`config.mk`:
```
export PLATFORM = sky130hd
export DESIGN_NAME = keyed_record_text_parser_flat
export DESIGN_NICKNAME = d
export VERILOG_FILES = /design/src/hw/rtl/krtp_pkg.sv /design/src/hw/rtl/krtp_if.sv /design/src/hw/rtl/keyed_record_text_parser.sv /design/src/hw/rtl/krtp_in_stage.sv /design/src/hw/rtl/krtp_core.sv /design/src/flat_wrapper.sv
export SDC_FILE = /design/constraint.sdc
export NUM_CORES = 1
export LEC_CHECK = 0
export BUFFER_PORTS_ARGS = -buffer_cell sky130_fd_sc_hd__clkbuf_2
export CORE_ASPECT_RATIO = 0.75
export CORE_UTILIZATION = 40
export CTS_BUF_LIST = sky130_fd_sc_hd__clkbuf_2
export DETAILED_ROUTE_END_ITERATION = 10
export PLACE_DENSITY_LB_ADDON = 0.12
export SYNTH_ARGS = -nofsm -noshare
export SYNTH_HDL_FRONTEND = slang
export SYNTH_SLANG_ARGS = --single-unit
```
`constraint.sdc`:
```
create_clock -name clk -period 12.1 [get_ports clk]
set_clock_uncertainty 0.05 [all_clocks]
set_input_delay 1.21 -clock clk [delete_from_list [all_inputs] [get_ports clk]]
set_output_delay 1.21 -clock clk [all_outputs]
set_load 0.01 [all_outputs]
```
`src/hw/rtl/krtp_pkg.sv`:
```
// Shared types and constants for the keyed record text parser.
// Holds character codes, result kind codes and the input stage word struct.
// No dependencies; compile first.
`timescale 1ns / 1ps

package krtp_pkg;

    // Payload field widths fixed by the word formats.
    localparam int TEXT_BITS   = 8;
    localparam int VALUE_BITS  = 64;
    localparam int DIGITS_BITS = 8;
    localparam int LENGTH_BITS = 16;

    // Result kind codes.
    typedef enum logic [1:0] {
        KIND_STRING_CHAR = 2'd0,
        KIND_COMPLETE    = 2'd1,
        KIND_REJECT      = 2'd2
    } kind_t;

    // Character codes used by the grammar.
    localparam logic [7:0] CH_LPAREN = 8'h28;
    localparam logic [7:0] CH_RPAREN = 8'h29;
    localparam logic [7:0] CH_COLON  = 8'h3A;
    localparam logic [7:0] CH_QUOTE  = 8'h22;
    localparam logic [7:0] CH_SPACE  = 8'h20;
    localparam logic [7:0] CH_TAB    = 8'h09;
    localparam logic [7:0] CH_CR     = 8'h0D;
    localparam logic [7:0] CH_ZERO   = 8'h30;
    localparam logic [7:0] CH_ONE    = 8'h31;
    localparam logic [7:0] CH_THREE  = 8'h33;
    localparam logic [7:0] CH_NINE   = 8'h39;
    localparam logic [7:0] CH_LOW_K  = 8'h6B;
    localparam logic [7:0] CH_LOW_E  = 8'h65;
    localparam logic [7:0] CH_LOW_Y  = 8'h79;
    localparam logic [7:0] CH_LOW_U  = 8'h75;
    localparam logic [7:0] CH_UP_U   = 8'h55;
    localparam logic [7:0] CH_LOW_L  = 8'h6C;
    localparam logic [7:0] CH_UP_L   = 8'h4C;
    localparam logic [7:0] CH_LOW_B  = 8'h62;
    localparam logic [7:0] CH_UP_B   = 8'h42;

    // One registered input word as handed from the input stage to the parser.
    typedef struct packed {
        logic                  valid;
        logic [TEXT_BITS-1:0]  text_byte;
        logic                  line_end;
    } krtp_item_t;

endpackage

```
`src/hw/rtl/krtp_if.sv`:
```
// Channel interfaces for the keyed record text parser: text input and result output.
// Each carries valid, ready and the payload. Depends on krtp_pkg.
`timescale 1ns / 1ps

interface krtp_in_if
    import krtp_pkg::*;
    ();
    logic                 valid;
    logic                 ready;
    logic [TEXT_BITS-1:0] text_byte;
    logic                 line_end;

    modport source (output valid, output text_byte, output line_end, input ready);
    modport sink   (input valid, input text_byte, input line_end, output ready);
endinterface

interface krtp_out_if
    import krtp_pkg::*;
    ();
    logic                   valid;
    logic                   ready;
    kind_t                  kind;
    logic [TEXT_BITS-1:0]   string_char;
    logic [VALUE_BITS-1:0]  decimal_value;
    logic [VALUE_BITS-1:0]  binary_value;
    logic [DIGITS_BITS-1:0] binary_digits;
    logic [LENGTH_BITS-1:0] string_length;

    modport source (
        output valid, output kind, output string_char, output decimal_value,
        output binary_value, output binary_digits, output string_length,
        input ready
    );
    modport sink (
        input valid, input kind, input string_char, input decimal_value,
        input binary_value, input binary_digits, input string_length,
        output ready
    );
endinterface

```
`src/hw/rtl/keyed_record_text_parser.sv`:
```
// Keyed record text parser, top level.
// A text word that yields a result passes through the input register stage and then the result register.
// Throughput: one text word per cycle, limited only by the result side's ready.
// Reset (rst_n low, asynchronous): parser idle, accumulators and key state cleared,
// both the input stage and the result register empty.
`timescale 1ns / 1ps

// The block reads records of the form (:key1 N ull:key2 0bBITS:key3 "TEXT":)
// with the three fields in any order, each key once. Leading whitespace is
// skipped only between records. Every character inside the quoted string is
// passed out as a string-character word as soon as it is parsed; a closing
// parenthesis produces one record-complete word with the decimal value, the
// binary value, the binary digit count and the string length. The first error
// on a line produces one reject word, and everything up to the line end is
// ignored. A line end inside an open record also produces a reject word.
//
// Structure: an input register stage holds one text word; the parser core
// decides the next phase and the result combinationally and writes the
// result register. The input stage reloads whenever its word moves on; while a
// finished result waits to be taken, the block stops taking words.
// STRING_COUNT_BITS and DIGIT_COUNT_BITS set where the string length and the
// binary digit count saturate; the reported fields are their low bits.

module keyed_record_text_parser
    import krtp_pkg::*;
#(
    parameter int STRING_COUNT_BITS = 16,
    parameter int DIGIT_COUNT_BITS  = 8
)
(
    input  logic        clk,
    input  logic        rst_n,
    krtp_in_if.sink     text_in,
    krtp_out_if.source  record_out
);

    krtp_item_t item;
    logic       advance;

    // Input register stage.
    krtp_in_stage u_in_stage (
        .clk     (clk),
        .rst_n   (rst_n),
        .text_in (text_in),
        .advance (advance),
        .item    (item)
    );

    // Parser state and result register.
    krtp_core #(
        .STRING_COUNT_BITS (STRING_COUNT_BITS),
        .DIGIT_COUNT_BITS  (DIGIT_COUNT_BITS)
    ) u_core (
        .clk        (clk),
        .rst_n      (rst_n),
        .item       (item),
        .advance    (advance),
        .record_out (record_out)
    );

endmodule

```
`src/hw/rtl/krtp_in_stage.sv`:
```
// Input register stage of the keyed record text parser.
// Captures one text word per cycle and holds it until the parser takes it.
// Depends on krtp_pkg and krtp_if.
`timescale 1ns / 1ps

module krtp_in_stage
    import krtp_pkg::*;
(
    input  logic          clk,
    input  logic          rst_n,
    krtp_in_if.sink       text_in,
    input  logic          advance,
    output krtp_item_t    item
);

    logic                 valid_reg;
    logic [TEXT_BITS-1:0] byte_reg;
    logic                 eol_reg;

    // The stage may load whenever it is empty or its word moves on this cycle.
    assign text_in.ready = !valid_reg || advance;

    always_ff @(posedge clk or negedge rst_n)
    begin
        if (!rst_n)
        begin
            valid_reg <= 1'b0;
        end
        else if (text_in.ready)
        begin
            valid_reg <= text_in.valid;
        end
    end

    always_ff @(posedge clk)
    begin
        if (text_in.valid && text_in.ready)
        begin
            byte_reg <= text_in.text_byte;
            eol_reg  <= text_in.line_end;
        end
    end

    assign item.valid     = valid_reg;
    assign item.text_byte = byte_reg;
    assign item.line_end  = eol_reg;

endmodule

```
`src/hw/rtl/krtp_core.sv`:
```
// Parser core of the keyed record text parser: phase register, accumulators,
// key tracking and the result register. Depends on krtp_pkg and krtp_if.
`timescale 1ns / 1ps

module krtp_core
    import krtp_pkg::*;
#(
    parameter int STRING_COUNT_BITS = 16,
    parameter int DIGIT_COUNT_BITS  = 8
)
(
    input  logic         clk,
    input  logic         rst_n,
    input  krtp_item_t   item,
    output logic         advance,
    krtp_out_if.source   record_out
);

    typedef enum logic [4:0] {
        PH_IDLE, PH_OPEN_COLON, PH_KEY_K, PH_KEY_E, PH_KEY_Y, PH_KEY_NUM,
        PH_KEY_SPACE, PH_DEC_FIRST, PH_DEC_MORE, PH_DEC_L1, PH_DEC_L2,
        PH_BIN_ZERO, PH_BIN_B, PH_BIN_DIGITS, PH_STR_QUOTE, PH_STR_BODY,
        PH_DELIM, PH_CLOSE, PH_DROP
    } phase_t;

    phase_t                       phase_reg, phase_next;
    logic [VALUE_BITS-1:0]        dec_reg, dec_next;
    logic [VALUE_BITS-1:0]        bin_reg, bin_next;
    logic [DIGIT_COUNT_BITS-1:0]  digits_reg, digits_next;
    logic [STRING_COUNT_BITS-1:0] length_reg, length_next;
    logic [2:0]                   seen_reg, seen_next;
    logic [1:0]                   done_reg, done_next;
    logic [1:0]                   pend_reg, pend_next;

    logic                         out_valid_reg, out_valid_next;
    kind_t                        kind_reg, kind_next;
    logic [TEXT_BITS-1:0]         char_reg, char_next;
    logic [VALUE_BITS-1:0]        dec_out_reg, dec_out_next;
    logic [VALUE_BITS-1:0]        bin_out_reg, bin_out_next;
    logic [DIGITS_BITS-1:0]       digits_out_reg, digits_out_next;
    logic [LENGTH_BITS-1:0]       length_out_reg, length_out_next;

    logic                         fire;
    logic [TEXT_BITS-1:0]         c;
    logic                         c_space;
    logic                         c_dec_digit;
    logic [1:0]                   key_bit;
    logic [1:0]                   done_inc;
    logic [31:0]                  digits_wide;
    logic [31:0]                  length_wide;

    assign advance     = !out_valid_reg || record_out.ready;
    assign fire        = item.valid && advance;
    assign c           = item.text_byte;
    assign c_space     = (c == CH_SPACE) || ((c >= CH_TAB) && (c <= CH_CR));
    assign c_dec_digit = (c >= CH_ZERO) && (c <= CH_NINE);
    assign key_bit     = 2'(c[1:0] - 2'd1);
    assign done_inc    = 2'(done_reg + 2'd1);
    assign digits_wide = 32'(digits_reg);
    assign length_wide = 32'(length_reg);

    always_comb
    begin
        phase_next      = phase_reg;
        dec_next        = dec_reg;
        bin_next        = bin_reg;
        digits_next     = digits_reg;
        length_next     = length_reg;
        seen_next       = seen_reg;
        done_next       = done_reg;
        pend_next       = pend_reg;
        out_valid_next  = out_valid_reg && !record_out.ready;
        kind_next       = kind_reg;
        char_next       = char_reg;
        dec_out_next    = dec_out_reg;
        bin_out_next    = bin_out_reg;
        digits_out_next = digits_out_reg;
        length_out_next = length_out_reg;

        if (fire)
        begin
            // Any word taken into the result register starts with zero payload.
            kind_next       = KIND_REJECT;
            char_next       = '0;
            dec_out_next    = '0;
            bin_out_next    = '0;
            digits_out_next = '0;
            length_out_next = '0;

            if (item.line_end)
            begin
                phase_next  = PH_IDLE;
                dec_next    = '0;
                bin_next    = '0;
                digits_next = '0;
                length_next = '0;
                seen_next   = '0;
                done_next   = '0;
                pend_next   = '0;
                // An open record is rejected; idle or dropped lines end quietly.
                out_valid_next = (phase_reg != PH_IDLE) && (phase_reg != PH_DROP);
            end
            else
            begin
                // A reject leaves kind as set above and drops the rest of the line.
                unique case (phase_reg)
                    PH_IDLE:
                    begin
                        if (!c_space)
                        begin
                            if (c == CH_LPAREN)
                            begin
                                phase_next  = PH_OPEN_COLON;
                                dec_next    = '0;
                                bin_next    = '0;
                                digits_next = '0;
                                length_next = '0;
                                seen_next   = '0;
                                done_next   = '0;
                                pend_next   = '0;
                            end
                            else
                            begin
                                phase_next     = PH_DROP;
                                out_valid_next = 1'b1;
                            end
                        end
                    end
                    PH_OPEN_COLON, PH_KEY_K, PH_KEY_E, PH_KEY_Y,
                    PH_DEC_L1, PH_DEC_L2, PH_BIN_ZERO, PH_BIN_B,
                    PH_STR_QUOTE, PH_DELIM:
                    begin
                        phase_next     = PH_DROP;
                        out_valid_next = 1'b1;
                        unique case (phase_reg)
                            PH_OPEN_COLON:
                                if (c == CH_COLON)
                                begin
                                    phase_next = PH_KEY_K;
                                    out_valid_next = 1'b0;
                                end
                            PH_KEY_K:
                                if (c == CH_LOW_K)
                                begin
                                    phase_next = PH_KEY_E;
                                    out_valid_next = 1'b0;
                                end
                            PH_KEY_E:
                                if (c == CH_LOW_E)
                                begin
                                    phase_next = PH_KEY_Y;
                                    out_valid_next = 1'b0;
                                end
                            PH_KEY_Y:
                                if (c == CH_LOW_Y)
                                begin
                                    phase_next = PH_KEY_NUM;
                                    out_valid_next = 1'b0;
                                end
                            PH_DEC_L1:
                                if (c == CH_LOW_L || c == CH_UP_L)
                                begin
                                    phase_next = PH_DEC_L2;
                                    out_valid_next = 1'b0;
                                end
                            PH_DEC_L2:
                                if (c == CH_LOW_L || c == CH_UP_L)
                                begin
                                    phase_next = PH_DELIM;
                                    out_valid_next = 1'b0;
                                end
                            PH_BIN_ZERO:
                                if (c == CH_ZERO)
                                begin
                                    phase_next = PH_BIN_B;
                                    out_valid_next = 1'b0;
                                end
                            PH_BIN_B:
                                if (c == CH_LOW_B || c == CH_UP_B)
                                begin
                                    phase_next = PH_BIN_DIGITS;
                                    out_valid_next = 1'b0;
                                end
                            PH_STR_QUOTE:
                                if (c == CH_QUOTE)
                                begin
                                    phase_next = PH_STR_BODY;
                                    out_valid_next = 1'b0;
                                end
                            default:
                                // Field delimiter: the third one leads to the close.
                                if (c == CH_COLON)
                                begin
                                    done_next      = done_inc;
                                    phase_next     = (done_inc == 2'd3) ? PH_CLOSE : PH_KEY_K;
                                    out_valid_next = 1'b0;
                                end
                        endcase
                    end
                    PH_KEY_NUM:
                    begin
                        if (c >= CH_ONE && c <= CH_THREE && !seen_reg[key_bit])
                        begin
                            pend_next  = c[1:0];
                            phase_next = PH_KEY_SPACE;
                        end
                        else
                        begin
                            phase_next     = PH_DROP;
                            out_valid_next = 1'b1;
                        end
                    end
                    PH_KEY_SPACE:
                    begin
                        if (c == CH_SPACE)
                        begin
                            seen_next[2'(pend_reg - 2'd1)] = 1'b1;
                            priority case (pend_reg)
                                2'd1:    phase_next = PH_DEC_FIRST;
                                2'd2:    phase_next = PH_BIN_ZERO;
                                default: phase_next = PH_STR_QUOTE;
                            endcase
                        end
                        else
                        begin
                            phase_next     = PH_DROP;
                            out_valid_next = 1'b1;
                        end
                    end
                    PH_DEC_FIRST, PH_DEC_MORE:
                    begin
                        if (c_dec_digit)
                        begin
                            dec_next   = (dec_reg << 3) + (dec_reg << 1)
                                         + VALUE_BITS'(c[3:0]);
                            phase_next = PH_DEC_MORE;
                        end
                        else if (phase_reg == PH_DEC_MORE
                                 && (c == CH_LOW_U || c == CH_UP_U))
                        begin
                            phase_next = PH_DEC_L1;
                        end
                        else
                        begin
                            phase_next     = PH_DROP;
                            out_valid_next = 1'b1;
                        end
                    end
                    PH_BIN_DIGITS:
                    begin
                        if (c == CH_ZERO || c == CH_ONE)
                        begin
                            bin_next = {bin_reg[VALUE_BITS-2:0], c[0]};
                            if (digits_reg != '1)
                            begin
                                digits_next = DIGIT_COUNT_BITS'(digits_reg + 1'b1);
                            end
                        end
                        else if (digits_reg != '0 && c == CH_COLON)
                        begin
                            // This colon closes the binary field.
                            done_next  = done_inc;
                            phase_next = (done_inc == 2'd3) ? PH_CLOSE : PH_KEY_K;
                        end
                        else
                        begin
                            phase_next     = PH_DROP;
                            out_valid_next = 1'b1;
                        end
                    end
                    PH_STR_BODY:
                    begin
                        if (c == CH_QUOTE)
                        begin
                            phase_next = PH_DELIM;
                        end
                        else
                        begin
                            if (length_reg != '1)
                            begin
                                length_next = STRING_COUNT_BITS'(length_reg + 1'b1);
                            end
                            kind_next      = KIND_STRING_CHAR;
                            char_next      = c;
                            out_valid_next = 1'b1;
                        end
                    end
                    PH_CLOSE:
                    begin
                        out_valid_next = 1'b1;
                        if (c == CH_RPAREN)
                        begin
                            phase_next      = PH_IDLE;
                            kind_next       = KIND_COMPLETE;
                            dec_out_next    = dec_reg;
                            bin_out_next    = bin_reg;
                            digits_out_next = digits_wide[DIGITS_BITS-1:0];
                            length_out_next = length_wide[LENGTH_BITS-1:0];
                        end
                        else
                        begin
                            phase_next = PH_DROP;
                        end
                    end
                    default:
                    begin
                        // Dropped line, or an unused phase code: wait for line end.
                        phase_next = PH_DROP;
                    end
                endcase
            end
        end
    end

    always_ff @(posedge clk or negedge rst_n)
    begin
        if (!rst_n)
        begin
            phase_reg     <= PH_IDLE;
            dec_reg       <= '0;
            bin_reg       <= '0;
            digits_reg    <= '0;
            length_reg    <= '0;
            seen_reg      <= '0;
            done_reg      <= '0;
            pend_reg      <= '0;
            out_valid_reg <= 1'b0;
        end
        else
        begin
            phase_reg     <= phase_next;
            dec_reg       <= dec_next;
            bin_reg       <= bin_next;
            digits_reg    <= digits_next;
            length_reg    <= length_next;
            seen_reg      <= seen_next;
            done_reg      <= done_next;
            pend_reg      <= pend_next;
            out_valid_reg <= out_valid_next;
        end
    end

    always_ff @(posedge clk)
    begin
        kind_reg       <= kind_next;
        char_reg       <= char_next;
        dec_out_reg    <= dec_out_next;
        bin_out_reg    <= bin_out_next;
        digits_out_reg <= digits_out_next;
        length_out_reg <= length_out_next;
    end

    assign record_out.valid         = out_valid_reg;
    assign record_out.kind          = kind_reg;
    assign record_out.string_char   = char_reg;
    assign record_out.decimal_value = dec_out_reg;
    assign record_out.binary_value  = bin_out_reg;
    assign record_out.binary_digits = digits_out_reg;
    assign record_out.string_length = length_out_reg;

endmodule
```
`src/flat_wrapper.sv`:
```
// flat-port wrapper written by rule: the top's interface ports become plain ports
module keyed_record_text_parser_flat import krtp_pkg::*;
#(
    parameter int STRING_COUNT_BITS = 16,
    parameter int DIGIT_COUNT_BITS  = 8
)
  (clk, rst_n, text_in_valid, text_in_text_byte, text_in_line_end, text_in_ready, record_out_valid, record_out_kind, record_out_string_char, record_out_decimal_value, record_out_binary_value, record_out_binary_digits, record_out_string_length, record_out_ready);
  krtp_in_if text_in_i ();
  krtp_out_if record_out_i ();
  input  logic clk;
  input  logic rst_n;
  input wire logic [$bits(text_in_i.valid)-1:0] text_in_valid;
  input wire logic [$bits(text_in_i.text_byte)-1:0] text_in_text_byte;
  input wire logic [$bits(text_in_i.line_end)-1:0] text_in_line_end;
  output wire logic [$bits(text_in_i.ready)-1:0] text_in_ready;
  output wire logic [$bits(record_out_i.valid)-1:0] record_out_valid;
  output wire logic [$bits(record_out_i.kind)-1:0] record_out_kind;
  output wire logic [$bits(record_out_i.string_char)-1:0] record_out_string_char;
  output wire logic [$bits(record_out_i.decimal_value)-1:0] record_out_decimal_value;
  output wire logic [$bits(record_out_i.binary_value)-1:0] record_out_binary_value;
  output wire logic [$bits(record_out_i.binary_digits)-1:0] record_out_binary_digits;
  output wire logic [$bits(record_out_i.string_length)-1:0] record_out_string_length;
  input wire logic [$bits(record_out_i.ready)-1:0] record_out_ready;
  assign text_in_i.valid = text_in_valid;
  assign text_in_i.text_byte = text_in_text_byte;
  assign text_in_i.line_end = text_in_line_end;
  assign text_in_ready = text_in_i.ready;
  assign record_out_valid = record_out_i.valid;
  assign record_out_kind = record_out_i.kind;
  assign record_out_string_char = record_out_i.string_char;
  assign record_out_decimal_value = record_out_i.decimal_value;
  assign record_out_binary_value = record_out_i.binary_value;
  assign record_out_binary_digits = record_out_i.binary_digits;
  assign record_out_string_length = record_out_i.string_length;
  assign record_out_i.ready = record_out_ready;
  keyed_record_text_parser #(.STRING_COUNT_BITS(STRING_COUNT_BITS), .DIGIT_COUNT_BITS(DIGIT_COUNT_BITS)) u_core (.clk(clk), .rst_n(rst_n), .text_in(text_in_i), .record_out(record_out_i));
endmodule
```
==> key figures <==
Status
  • Status: complete, but fails checks
  • Failing checks: DRC

Synth
  • Synth warn: 0
  • Synthesized flop and latch total: 337
  • Post-synth top area cell: edfxtp_1
  • Fraction of registers with async set/reset: 49.26%
  • EDFF count, synth: 171
  • Syn_area_per_cell: 10.68 sq um
  • Top post-synthesis cells by count: edfxtp_1 (171), dfrtp_1 (166), nand2_1 (162), and2_1 (156), ha_1 (135)
  • Synth Net Count: 1841
  • Main synth FF type: edfxtp_1
  • Count leader, synth: edfxtp_1
  • Synth top area cells: edfxtp_1 (28%), dfrtp_1 (23%), ha_1 (9.4%), and2_1 (5.4%), a22o_1 (3.4%)
  • Top-area cell type share of the netlist area: 28.44%
  • Sequential area share after synthesis: 51.44%
  • Cell Area, Synth: 18060 sq um
  • Unique masters post-synth: 65
  • Mapped Cells: 1691

Detailed routing
  • TritonRoute pass-1 iters: 8
  • Met3 routed WL: 2470 um
  • Iter 0 DRT Violations: 845
  • Post-DRT Antenna Nets: 0
  • Highest routed layer: met4
  • Routed vias: 13900
  • WL/cell: 18.44 um
  • Routed length on met2: 20370 um
  • DRT Wirelength: 46990 um
  • Residual DRC: 8
  • Via-per-instance ratio: 5.455
  • Met1 wire length: 23180 um

GRT
  • Grt total ovfl: 0
  • Vias in the first global route: 13210
  • Initial antenna violation count: 1
  • Pin count of the biggest net entering global routing: 115
  • GRT Util Overall: 20.43%
  • Wire length of the first global-routing pass: 73570 um

Die
  • Die Span X: 247.3 um
  • Total Die Area: 46000 sq um
  • Num rows: 67
  • Die Span Y: 186 um
  • Starting utilization of the core area: 40.49%
  • CORE AREA: 44600 sq um
  • I/O pin cnt: 177

Timing
  • Minimum clock period: 4.638 ns
  • Part of the cycle the worst path needs: 38.33%
  • Worst rel slew slack: 27.47%
  • Unrepaired setup endpoints after global routing: no
  • Final hold viol count: 0
  • Setup violations, final: 0
  • Fmax: 215.6 MHz
  • Max Slew Vio Count: 0
  • Final TNS setup: 0 ns
  • Worst-margin pin slew: 1.081 ns

Place
  • Hpwl dp: 32600 um
  • IO buf count: 176
  • Placed cell area: 19500 sq um
  • GPL Wtd Cong: 0.8949

Final layout
  • Share of cells above drive strength 1: 17.99%
  • Final Cell Area: 20360 sq um
  • Area grow syn2layout: 12.76%
  • Final #Nets: 2040

Run
  • Max_cap viols: 0

Critical path
  • Crit path kind: flop to flop
  • CP cell instances: inv_1 -> ha_1 -> xnor2_1 -> nor2_1 -> o41ai_1 -> a221o_2 -> buf_4 -> or3_1 -> buf_4 -> nor2_1 -> a221oi_1 -> nand3_1
  • Crit path max fanout: 67
  • Critical Path Slowest Stage Cell: or3_1
  • CP Capture Type: flop
  • WP data required: 12.93 ns
  • Startpoint Class: flop
  • Slowest stage delay, CP: 0.70 ns
  • Worst Path Arrival: 5.47 ns

Clocking
  • TritonCTS clock tree: yes
  • H-tree depth: 3
  • Worst-path clk slew: 0.11 ns
  • Sink Count: 337
  • Root buffer cell: clkbuf_2
  • Clk_lat worst skew: 1.04 ns
  • Post-CTS sizing: 0
  • Clk buf depth: 3
  • Number of CTS-inserted buffers: 85

Pwr
  • LEAKAGE: 0.009429 uW
  • Power Density: 130.1 nW/um^2
  • Peak VDD IR: 0.00005302 V

Worst hold path
  • Worst Hold Class: input pin to flop
## layer usage
layer | GRT usage (%) | vias to the layer above
met1 | 29.95 | 6778
met2 | 29.77 | 385
met5 | 0 | -
li1 | - | 6666
met3 | 4.426 | 75
met4 | 6.528 | 0
## path summary, 6_finish.rpt
check | startpoint | end | slack (ns) | cells after the start
min | text_in_text_byte[4] | u_core.u_in_stage.byte_reg[4]$_DFFE_PP_ | 0.31 | 1
min reg2reg | u_core.u_core.bin_reg[56]$_DFFE_PN0P_ | u_core.u_core.bin_reg[57]$_DFFE_PN0P_ | 0.43 | 1
max in group asynchronous | rst_n | u_core.u_core.bin_reg[29]$_DFFE_PN0P_ | 9.99 | 3
max reg2reg | u_core.u_in_stage.byte_reg[0]$_DFFE_PP_ | u_core.u_core.dec_reg[62]$_DFFE_PN0P_ | 7.46 | 12
max | u_core.u_in_stage.byte_reg[0]$_DFFE_PP_ | u_core.u_core.dec_reg[62]$_DFFE_PN0P_ | 7.46 | 12
min in group asynchronous | rst_n | u_core.u_core.dec_reg[58]$_DFFE_PN0P_ | 0.67 | 2
## cells by family (layout without fill, tap and decap cells)
family,after synthesis,in the layout,share of synthesized area [%]
other,0,1,0
AOI/OAI and AO/OA,420,420,15.67
DFF,337,337,51.44
xor gates and xnor gates,68,68,3.298
adders and majority gates,137,137,9.577
buffers and inverters,120,391,2.564
and+or+nand+nor,601,601,17.00
muxes,8,8,0.4504
## layout make-up
| class | instances | area (sq um) |
|---|---|---|
| Tap cell | 586 | 733.2 |
| Multi-Input combinational cell | 1234 | 8328 |
| Clock inverter | 21 | 156.4 |
| Antenna cell | 1 | 2.502 |
| Fill cell | 4316 | 24240 |
| Timing Repair Buffer | 191 | 1002 |
| Inverter | 41 | 158.9 |
| Sequential cell | 337 | 9289 |
| Clock buffer | 138 | 690.7 |
## layout by cell type (no fill, tap or decap), drive strengths merged, types with 38 or more instances in the layout
master	count
a21oi	90
a22o	70
and2	156
clkbuf	313
dfrtp	166
edfxtp	171
ha	135
inv	42
nand2	162
nand3	44
nor2	88
nor3	43
o21ai	100
xor2	38
## what timing repair did
| action | in CTS | in global routing |
|---|---|---|
| setup endpoints to repair | 0 | 0 |
| hold buffers | 1 | 0 |
| hold endpoints to repair | 7 | 0 |
| setup buffers | 0 | 0 |
## stage by stage
step           util (%)  power [uW]  worst slack [ns]  hold slack [ns]  std cells
2_1_floorplan         -        1660             6.968           0.4026       1691
3_3_place_gp      43.73        1842             7.680           0.4164       2388
5_1_grt           45.65        2797             6.892           0.1953       2549
6_report          45.65        2649             7.462           0.3060       2549
3_5_place_dp      43.73        1845             7.543           0.4312       2388
4_1_cts           45.65        2693             7.490           0.1765       2548
## worst max-delay path: cells and delay by family, from the launching register on
kind | cells | cell delay (ns)
AO/OA/AOI/OAI | 3 | 1.26
XOR/XNOR | 1 | 0.13
AND/OR/NAND/NOR | 4 | 0.96
flip-flops | 1 | 0.48
buffers and inverters | 3 | 1.33
adder cells (fa/ha/maj) | 1 | 0.23
## power breakdown
part	leakage, uW	switching (uW)	internal (uW)
Combinational	0.00475	298	118
Sequential	0.00403	54.0	1340
Clock	0.000641	491	346
Note: power is estimated with default switching activity, not from simulation.
